==> src/assert_macros.svh <==
// Assertion macros used by the top level of the scheduler.
// Every macro samples on the rising edge of clk and is disabled while rst_n is low.
`ifndef ASSERT_MACROS_SVH
`define ASSERT_MACROS_SVH

// The condition holds at every clock edge out of reset.
`define ASSERT_ALWAYS(label, cond, msg) \
  label: assert property (@(posedge clk) disable iff (!rst_n) (cond)) else $error(msg);

// The consequent holds in the same cycle as the antecedent.
`define ASSERT_SAME(label, ante, cons, msg) \
  label: assert property (@(posedge clk) disable iff (!rst_n) (ante) |-> (cons)) \
    else $error(msg);

// The consequent holds in the cycle after the antecedent.
`define ASSERT_NEXT(label, ante, cons, msg) \
  label: assert property (@(posedge clk) disable iff (!rst_n) (ante) |=> (cons)) \
    else $error(msg);

`endif

==> src/plls_pkg.sv <==
// Package for the periodic least-laxity scheduler: sizes, command codes
// and the task entry type. Depends on nothing.
package plls_pkg;

  localparam int MAX_TASKS = 8;
  localparam int SLOT_W    = $clog2(MAX_TASKS);
  localparam int CNT_W     = SLOT_W + 1;
  localparam int CFG_W     = 4;
  localparam int TIME_W    = 16;
  localparam int DL_W      = TIME_W + 1;
  localparam int LAX_W     = TIME_W + 2;
  localparam int JOB_W     = 16;

  // Most negative deadline counter value; the counter saturates here.
  localparam logic [DL_W-1:0] DL_MIN = {1'b1, {TIME_W{1'b0}}};

  localparam logic CMD_LOAD = 1'b0;
  localparam logic CMD_TICK = 1'b1;

  typedef struct packed {
    logic [TIME_W-1:0] exec_len;
    logic [TIME_W-1:0] period_len;
    logic [TIME_W-1:0] deadline_len;
    logic [TIME_W-1:0] rw;
    logic [TIME_W-1:0] pl;
    logic [DL_W-1:0]   dl;
    logic [JOB_W-1:0]  job;
  } entry_t;

  typedef struct packed {
    entry_t            nxt;
    logic              take;
    logic signed [LAX_W-1:0] lax;
    logic              miss;
    logic              reload;
    logic              rw_one;
  } step_t;

endpackage

==> src/plls_step.sv <==
// Per-slot tick arithmetic of the scheduler: laxity, compare against the
// running best, deadline and period countdown. Depends on plls_pkg.
module plls_step (
  input  plls_pkg::entry_t             cur,
  input  logic                         found,
  input  logic signed [plls_pkg::LAX_W-1:0] best_lax,
  output plls_pkg::step_t              res
);

  logic                              ready;
  logic signed [plls_pkg::LAX_W-1:0] lax;
  logic [plls_pkg::DL_W-1:0]         dl_dec;
  logic                              dl_le0;
  logic                              reload;

  always_comb begin
    ready  = (cur.rw != '0);
    lax    = plls_pkg::LAX_W'($signed(cur.dl)) - $signed({2'b00, cur.rw});
    dl_dec = (cur.dl == plls_pkg::DL_MIN) ? cur.dl : cur.dl - 1'b1;
    dl_le0 = dl_dec[plls_pkg::DL_W-1] || (dl_dec == '0);
    reload = (cur.pl <= plls_pkg::TIME_W'(1));

    res.take   = ready && (!found || (lax < best_lax));
    res.lax    = lax;
    res.miss   = dl_le0 && ready;
    res.reload = reload;
    res.rw_one = (cur.rw == plls_pkg::TIME_W'(1));

    res.nxt = cur;
    if (reload) begin
      res.nxt.rw  = cur.exec_len;
      res.nxt.pl  = cur.period_len;
      res.nxt.dl  = {1'b0, cur.deadline_len};
      res.nxt.job = cur.job + 1'b1;
    end else begin
      res.nxt.pl  = cur.pl - 1'b1;
      res.nxt.dl  = dl_dec;
    end
  end

endmodule

==> src/periodic_least_laxity_scheduler.sv <==
// Top level of the periodic least-laxity scheduler: task table, scan
// sequencer and output register. Depends on plls_pkg, plls_step and assert_macros.svh.
//
//   channel  direction  handshake              payload
//   in_      request    in_valid / in_ready    cmd, task_slot, exec_time, period_len, deadline_len
//   out_     result     out_valid / out_ready  chosen_task, idle, job_number, miss_mask
//   cfg_     write      cfg_we                 cfg_wdata (tasks_in_use)
//
// A load request goes from the accepting cycle straight to the issue state. A tick request
// goes from the accepting cycle through a scan of the first n slots, one by one through the
// shared step unit, where n is tasks_in_use saturated to eight, then through the fix-up
// state and the issue state. A new request is accepted only once the block is back in idle.
// Reset (rst_n low, synchronous) clears the sequencer and sets tasks_in_use to 1, and
// in_ready stays low while it lasts; the task table is undefined until loaded. The next
// request is accepted while a result still waits; the block holds in the issue state only
// when the output is full and not being taken.
`include "assert_macros.svh"

module periodic_least_laxity_scheduler (
  input  logic                          clk,
  input  logic                          rst_n,
  input  logic                          in_valid,
  output logic                          in_ready,
  input  logic                          in_cmd,
  input  logic [plls_pkg::SLOT_W-1:0]   in_task_slot,
  input  logic [plls_pkg::TIME_W-1:0]   in_exec_time,
  input  logic [plls_pkg::TIME_W-1:0]   in_period_len,
  input  logic [plls_pkg::TIME_W-1:0]   in_deadline_len,
  output logic                          out_valid,
  input  logic                          out_ready,
  output logic [plls_pkg::SLOT_W-1:0]   out_chosen_task,
  output logic                          out_idle,
  output logic [plls_pkg::JOB_W-1:0]    out_job_number,
  output logic [plls_pkg::MAX_TASKS-1:0] out_miss_mask,
  input  logic                          cfg_we,
  input  logic [plls_pkg::CFG_W-1:0]    cfg_wdata
);

  typedef enum logic [1:0] {
    S_IDLE,
    S_SCAN,
    S_FIX,
    S_ISSUE
  } state_t;

  state_t                          state_r;
  logic [plls_pkg::CFG_W-1:0]      tasks_in_use_r;
  logic [plls_pkg::CNT_W-1:0]      n_r;
  logic [plls_pkg::SLOT_W-1:0]     idx_r;
  logic                            is_tick_r;

  // Running best candidate of the scan, with what the fix-up cycle needs of it.
  logic                            found_r;
  logic [plls_pkg::SLOT_W-1:0]     best_r;
  logic signed [plls_pkg::LAX_W-1:0] best_lax_r;
  logic [plls_pkg::TIME_W-1:0]     best_rw_r;
  logic                            best_rw_one_r;
  logic                            best_reload_r;
  logic [plls_pkg::JOB_W-1:0]      best_job_r;
  logic [plls_pkg::MAX_TASKS-1:0]  miss_r;

  logic                            out_valid_r;
  logic [plls_pkg::SLOT_W-1:0]     out_chosen_r;
  logic                            out_idle_r;
  logic [plls_pkg::JOB_W-1:0]      out_job_r;
  logic [plls_pkg::MAX_TASKS-1:0]  out_miss_r;

  plls_pkg::entry_t                entry_r [plls_pkg::MAX_TASKS];

  logic [plls_pkg::CNT_W-1:0]      n_sat;
  logic                            accept;
  logic                            last_slot;
  logic                            out_free;
  logic                            issue;
  plls_pkg::step_t                 step;

  // The number of slots taking part saturates at the table size.
  assign n_sat = (tasks_in_use_r > plls_pkg::CFG_W'(plls_pkg::MAX_TASKS))
               ? plls_pkg::CNT_W'(plls_pkg::MAX_TASKS)
               : plls_pkg::CNT_W'(tasks_in_use_r);

  assign in_ready  = rst_n && (state_r == S_IDLE);
  assign accept    = in_valid && in_ready;
  assign last_slot = ((plls_pkg::CNT_W'(idx_r) + 1'b1) == n_r);
  assign out_free  = !out_valid_r || out_ready;
  assign issue     = (state_r == S_ISSUE) && out_free;

  assign out_valid       = out_valid_r;
  assign out_chosen_task = out_chosen_r;
  assign out_idle        = out_idle_r;
  assign out_job_number  = out_job_r;
  assign out_miss_mask   = out_miss_r;

  // The one shared step unit works on the slot that the scan index points at.
  plls_step u_step (
    .cur      (entry_r[idx_r]),
    .found    (found_r),
    .best_lax (best_lax_r),
    .res      (step)
  );

  // Task table. A load writes a whole entry and starts job 1; the scan writes
  // back the counted-down entry; the fix-up cycle charges one tick of work to
  // the chosen slot unless that slot was just reloaded.
  always_ff @(posedge clk) begin
    if (accept && (in_cmd == plls_pkg::CMD_LOAD)) begin
      entry_r[in_task_slot].exec_len     <= in_exec_time;
      entry_r[in_task_slot].period_len   <= in_period_len;
      entry_r[in_task_slot].deadline_len <= in_deadline_len;
      entry_r[in_task_slot].rw           <= in_exec_time;
      entry_r[in_task_slot].pl           <= in_period_len;
      entry_r[in_task_slot].dl           <= {1'b0, in_deadline_len};
      entry_r[in_task_slot].job          <= plls_pkg::JOB_W'(1);
    end else if (state_r == S_SCAN) begin
      entry_r[idx_r] <= step.nxt;
    end else if ((state_r == S_FIX) && found_r && !best_reload_r) begin
      entry_r[best_r].rw <= best_rw_r - 1'b1;
    end
  end

  // Sequencer, configuration register and output register.
  always_ff @(posedge clk) begin
    if (!rst_n) begin
      state_r        <= S_IDLE;
      tasks_in_use_r <= plls_pkg::CFG_W'(1);
      out_valid_r    <= 1'b0;
      found_r        <= 1'b0;
      is_tick_r      <= 1'b0;
      idx_r          <= '0;
      n_r            <= '0;
      miss_r         <= '0;
    end else begin
      if (cfg_we) begin
        tasks_in_use_r <= cfg_wdata;
      end
      // A result taken in the cycle a new one issues is replaced, not cleared.
      if (out_valid_r && out_ready && !issue) begin
        out_valid_r <= 1'b0;
      end

      unique case (state_r)
        S_IDLE: begin
          if (accept) begin
            is_tick_r <= (in_cmd == plls_pkg::CMD_TICK);
            found_r   <= 1'b0;
            miss_r    <= '0;
            idx_r     <= '0;
            n_r       <= n_sat;
            if ((in_cmd == plls_pkg::CMD_TICK) && (n_sat != '0)) begin
              state_r <= S_SCAN;
            end else if (in_cmd == plls_pkg::CMD_TICK) begin
              state_r <= S_FIX;
            end else begin
              state_r <= S_ISSUE;
            end
          end
        end
        S_SCAN: begin
          if (step.take) begin
            found_r       <= 1'b1;
            best_r        <= idx_r;
            best_lax_r    <= step.lax;
            best_rw_r     <= entry_r[idx_r].rw;
            best_rw_one_r <= step.rw_one;
            best_reload_r <= step.reload;
            best_job_r    <= step.nxt.job;
          end
          miss_r[idx_r] <= step.miss;
          idx_r         <= idx_r + 1'b1;
          if (last_slot) begin
            state_r <= S_FIX;
          end
        end
        S_FIX: begin
          // The miss test sees the chosen slot's work after its decrement.
          if (found_r && best_rw_one_r) begin
            miss_r[best_r] <= 1'b0;
          end
          state_r <= S_ISSUE;
        end
        S_ISSUE: begin
          if (out_free) begin
            out_valid_r <= 1'b1;
            if (is_tick_r && found_r) begin
              out_chosen_r <= best_r;
              out_idle_r   <= 1'b0;
              out_job_r    <= best_job_r;
            end else begin
              out_chosen_r <= '0;
              out_idle_r   <= is_tick_r;
              out_job_r    <= '0;
            end
            out_miss_r <= is_tick_r ? miss_r : '0;
            state_r    <= S_IDLE;
          end
        end
        default: begin
          state_r <= S_IDLE;
        end
      endcase
    end
  end

  `ASSERT_NEXT(a_busy_after_accept, accept, !in_ready, "request accepted while busy")
  `ASSERT_SAME(a_scan_in_range, state_r == S_SCAN, plls_pkg::CNT_W'(idx_r) < n_r,
    "scan index beyond the slots in use")
  `ASSERT_SAME(a_best_behind_scan, (state_r == S_SCAN) && found_r, best_r < idx_r,
    "best slot not behind the scan index")
  `ASSERT_SAME(a_idle_result_clean, out_valid && out_idle,
    (out_chosen_task == '0) && (out_job_number == '0), "idle result carries a task")

endmodule
==> config.mk <==
export PLATFORM = sky130hd
export DESIGN_NAME = periodic_least_laxity_scheduler
export DESIGN_NICKNAME = d
export VERILOG_FILES = /design/src/plls_pkg.sv /design/src/plls_step.sv /design/src/periodic_least_laxity_scheduler.sv
export VERILOG_INCLUDE_DIRS = /design/src /design/src/src
export SDC_FILE = /design/constraint.sdc
export NUM_CORES = 1
export LEC_CHECK = 0
export BUFFER_PORTS_ARGS = -buffer_cell sky130_fd_sc_hd__buf_4
export CAP_MARGIN = 20
export CORE_MARGIN = 5
export CORE_UTILIZATION = 45
export DETAILED_ROUTE_END_ITERATION = 8
export PLACE_DENSITY = 0.71
export SLEW_MARGIN = 10
export SYNTH_ARGS = -nofsm -noshare
export SYNTH_HDL_FRONTEND = slang
export SYNTH_HIERARCHICAL = 1
export SYNTH_SLANG_ARGS = --single-unit
==> constraint.sdc <==
create_clock -name clk -period 6.8 [get_ports clk]
set_input_delay 1.36 -clock clk [delete_from_list [all_inputs] [get_ports clk]]
set_output_delay 1.36 -clock clk [all_outputs]
set_load 0.02 [all_outputs]
==> results by group <==
Clock tree
  • H-tree Lvls: 3
  • Clock Latency Late Sink: 680 ps
  • Clk sink count: 1014
  • Deepest clock path buffer count: 3
  • Post-CTS resize count: 0
  • Clock-pin slew of the registers on the worst-case setup and hold paths: 60 ps
  • CTS buffer count: 99
  • Post-CTS setup buffers: 0
  • # hold bufs at CTS: 0
  • CTS Root Cell: clkbuf_16
  • TritonCTS clock tree: built

Hold path
  • HP Class: flip-flop to flip-flop

STA
  • Final Hold Viols: 0
  • Worst-Margin Slew: 1120 ps
  • Min Tclk post-route: 6080 ps
  • Setup Total Neg Slack: 0 ps
  • Rel. slew slack: 0.255
  • # setup viols final: 0
  • Worst Skew: 48.8 ps
  • Fin Hold WS: 502 ps
  • Fmax: 0.164 GHz
  • Tcrit/Tclk final: 0.894
  • RSZ-0062 raised after global routing: no
  • Max Slew Vio Count: 0

Synthesis
  • Synth Instances: 2406
  • Post-Synth Adder-Cell Area: 0.0130
  • EDFF count, synth: 987
  • XOR/XNOR Fraction of Synth Area: 0.0143
  • Async set or reset register ratio after synthesis: 0
  • Number of distinct library cells after synthesis: 70
  • Mapped cell area: 42900 um2
  • Ys Warns: 6
  • Largest family of logic cells by synthesized area: multiplexers
  • Avg Cell Area, Syn: 17.8 um2
  • Post-synthesis sequential area ratio: 0.703
  • Mux contribution to synthesized area: 0.152
  • Synth Register Bits: 1014
  • Synth Area in Simple Gates: 0.0521
  • Post-synthesis compound-gate area fraction: 0.0411
  • Synth Net Count: 2511
  • Ys flop type: edfxtp_1

Routing
  • Vias per cell: 5.86
  • DRC: 0
  • Initial DRC Count: 1893
  • Antenna Nets Post-Route: 0
  • 1st-pass router iterations: 5
  • Overall routed net length: 92.9 mm
  • DR WL/cell: 24.3 um
  • Vias post-DR: 22400

Pwr
  • Maximum VDD drop: 0.228 mV
  • Static leakage: 15.4 nW
  • Power Density: 360 nW/um2

Floorplan
  • Ports: 91
  • Cell Rows: 113
  • Die area: 102000 um2
  • Core ar.: 94900 um2
  • Die height: 319 um
  • Overall die width: 319 um
  • Initial Utilization: 0.452

Critical path
  • Worst Path Required: 7110 ps
  • Critical path peak fanout: 44
  • Setup crit start kind: flip-flop
  • Arrival time worst endpoint: 6390 ps
  • Worst setup EP type: flip-flop
  • Critical Setup Path Class: flip-flop to flip-flop

Global routing
  • Number of global-route vias before repair: 23000
  • First-pass GRT wire length: 142 mm
  • All-Layer GR Usage: 0.180
  • GRT overflow: 0
  • Initial antenna violation count: 1
  • Largest net degree at the start of global routing: 98

Cells and area
  • Post-route cell area: 48200 um2
  • Area growth, synth to finish: 12.4%
  • Fraction of layout cells with a size suffix above 1: 0.265
  • Fillers: 7377
  • Nets@finish: 2582

Status
  • Status: complete, no violations

Placed design
  • GPL Wtd Cong: 0.865
  • Port Buffers: 90
  • Placement Cell Area: 45000 um2
  • Final HPWL DP: 53.5 mm

Flow run
  • Max_cap viols: 0
==> Yosys cell counts (13+ instances only) <==
master	n	share of area
edfxtp_1	987	0.69
mux4_2	226	0.12
mux2_2	120	0.031
a21oi_1	102	0.012
nand2_1	102	0.0089
nor2_1	95	0.0083
clkbuf_1	92	0.0080
xnor2_1	56	0.011
inv_1	51	0.0045
buf_4	50	0.0087
o21ai_0	47	0.0055
ha_1	43	0.013
and2_1	35	0.0051
a22o_1	33	0.0067
nor2b_1	30	0.0044
dfxtp_1	27	0.013
and3_1	26	0.0038
nor3_1	25	0.0029
nand2b_1	24	0.0035
nand3_1	22	0.0026
a211oi_1	21	0.0037
buf_2	19	0.0022
xor2_1	14	0.0029
buf_1	13	0.0011
==> per-stage QoR <==
stage           util  std cells  setup slack, ps  total power (W)
6_report       0.509       3825              720           0.0174
5_1_grt        0.509       3824              365           0.0181
4_1_cts        0.509       3824              755           0.0175
3_5_place_dp   0.474       3641              801           0.0121
3_3_place_gp   0.474       3641              900           0.0119
2_1_floorplan      -       2406             -378           0.0111
==> final cells by class <==
type                       instances  area (um2)  area share
timing repair buffer             144        1260      0.0260
clock inverter                    68         634      0.0131
tap                             1265        1580      0.0328
clock buffer                     115        2610      0.0541
multi-input combinational       1167       11800       0.244
antenna                            1        2.50   0.0000519
sequential                      1014       30200       0.626
inverter                          51         191     0.00397
==> logic make-up (layout without fill, tap and decap cells) <==
kind of cell / Yosys count / count (layout)
compound gates: 275 / 275
flops: 1014 / 1014
fa+ha+maj: 44 / 44
buf+inv: 225 / 378
other cells: 0 / 1
simple gates: 426 / 426
xor+xnor: 70 / 70
mux: 352 / 352
==> report_power, final <==
part | internal, W | leakage, nW | switching, W
Combinational | 0.00140 | 4.58 | 0.00231
Sequential | 0.00807 | 9.21 | 0.000196
Clock | 0.00307 | 1.57 | 0.00231
Total | 0.0125 | 15.4 | 0.00481
==> per-layer routing <==
metal | wire length, um | share of wire | vias to the layer above | global-route usage
met5 | 0 | 0 | - | 0
met4 | 2390 | 0.026 | 0 | 0.0526
met3 | 5880 | 0.063 | 151 | 0.0272
met2 | 46900 | 0.51 | 810 | 0.308
met1 | 37700 | 0.41 | 11800 | 0.242
li1 | - | - | 9705 | -
==> layout by cell type (no fill, tap or decap), types with 7 or more instances in the layout <==
| cell | instances |
|---|---|
| xor2_1 | 14 |
| buf_12 | 14 |
| nor3b_1 | 8 |
| a21boi_0 | 7 |
| ha_1 | 42 |
| nor3_1 | 25 |
| inv_1 | 51 |
| nand3_1 | 22 |
| or3_1 | 11 |
| a22o_1 | 33 |
| and2_1 | 35 |
| nor2b_1 | 30 |
| nor4_1 | 8 |
| xnor2_1 | 56 |
| edfxtp_1 | 987 |
| nor2_1 | 77 |
| clkbuf_16 | 102 |
| mux2_2 | 120 |
| mux4_2 | 226 |
| dfxtp_1 | 24 |
| a21o_1 | 7 |
| and3_1 | 25 |
| nand2b_1 | 24 |
| nor2_4 | 8 |
| o21a_1 | 9 |
| a21oi_1 | 102 |
| clkinv_2 | 17 |
| bufinv_16 | 8 |
| clkinvlp_4 | 8 |
| nand2_1 | 102 |
| nor2_2 | 11 |
| clkinv_1 | 25 |
| a211oi_1 | 21 |
| clkbuf_1 | 12 |
| buf_4 | 130 |
| o21ai_0 | 47 |
==> critical path, stage by stage, from the launching register on <==
cell and delay, ps:
dfxtp_4 670, buf_12 400, buf_12 340, mux4_2 550, mux2_2 330, ha_1 380
o21a_1 210, nor2_1 150, nor2b_1 100, a311oi_1 380, o21bai_1 120, xor2_1 210
ha_1 280, o21a_1 110, o21ai_0 220, a2111oi_0 90, nand2_1 70, o2111ai_1 130
a31oi_1 260, and3_2 230, buf_4 430
==> final timing paths <==
path         depth (start not counted)              to  slack [ps]      start
max                                 20  best_lax_r[12]         720  flip-flop
min                                  2       miss_r[7]         500  miss_r[7]
max reg2reg                         20  best_lax_r[12]         720  flip-flop
min reg2reg                          2       miss_r[7]         500  miss_r[7]
==> sequential cells by signal, indices dropped and copies added, names as in the netlist, 8 cells and up, named ones only <==
| signal | cells |
|---|---|
| out_miss_mask | 8 |
| entry_r | 904 |
| best_lax_r | 18 |
| out_job_number | 16 |
| best_job_r | 16 |
| best_rw_r | 16 |
| miss_r | 8 |
Power figures use the tool's default switching activity.
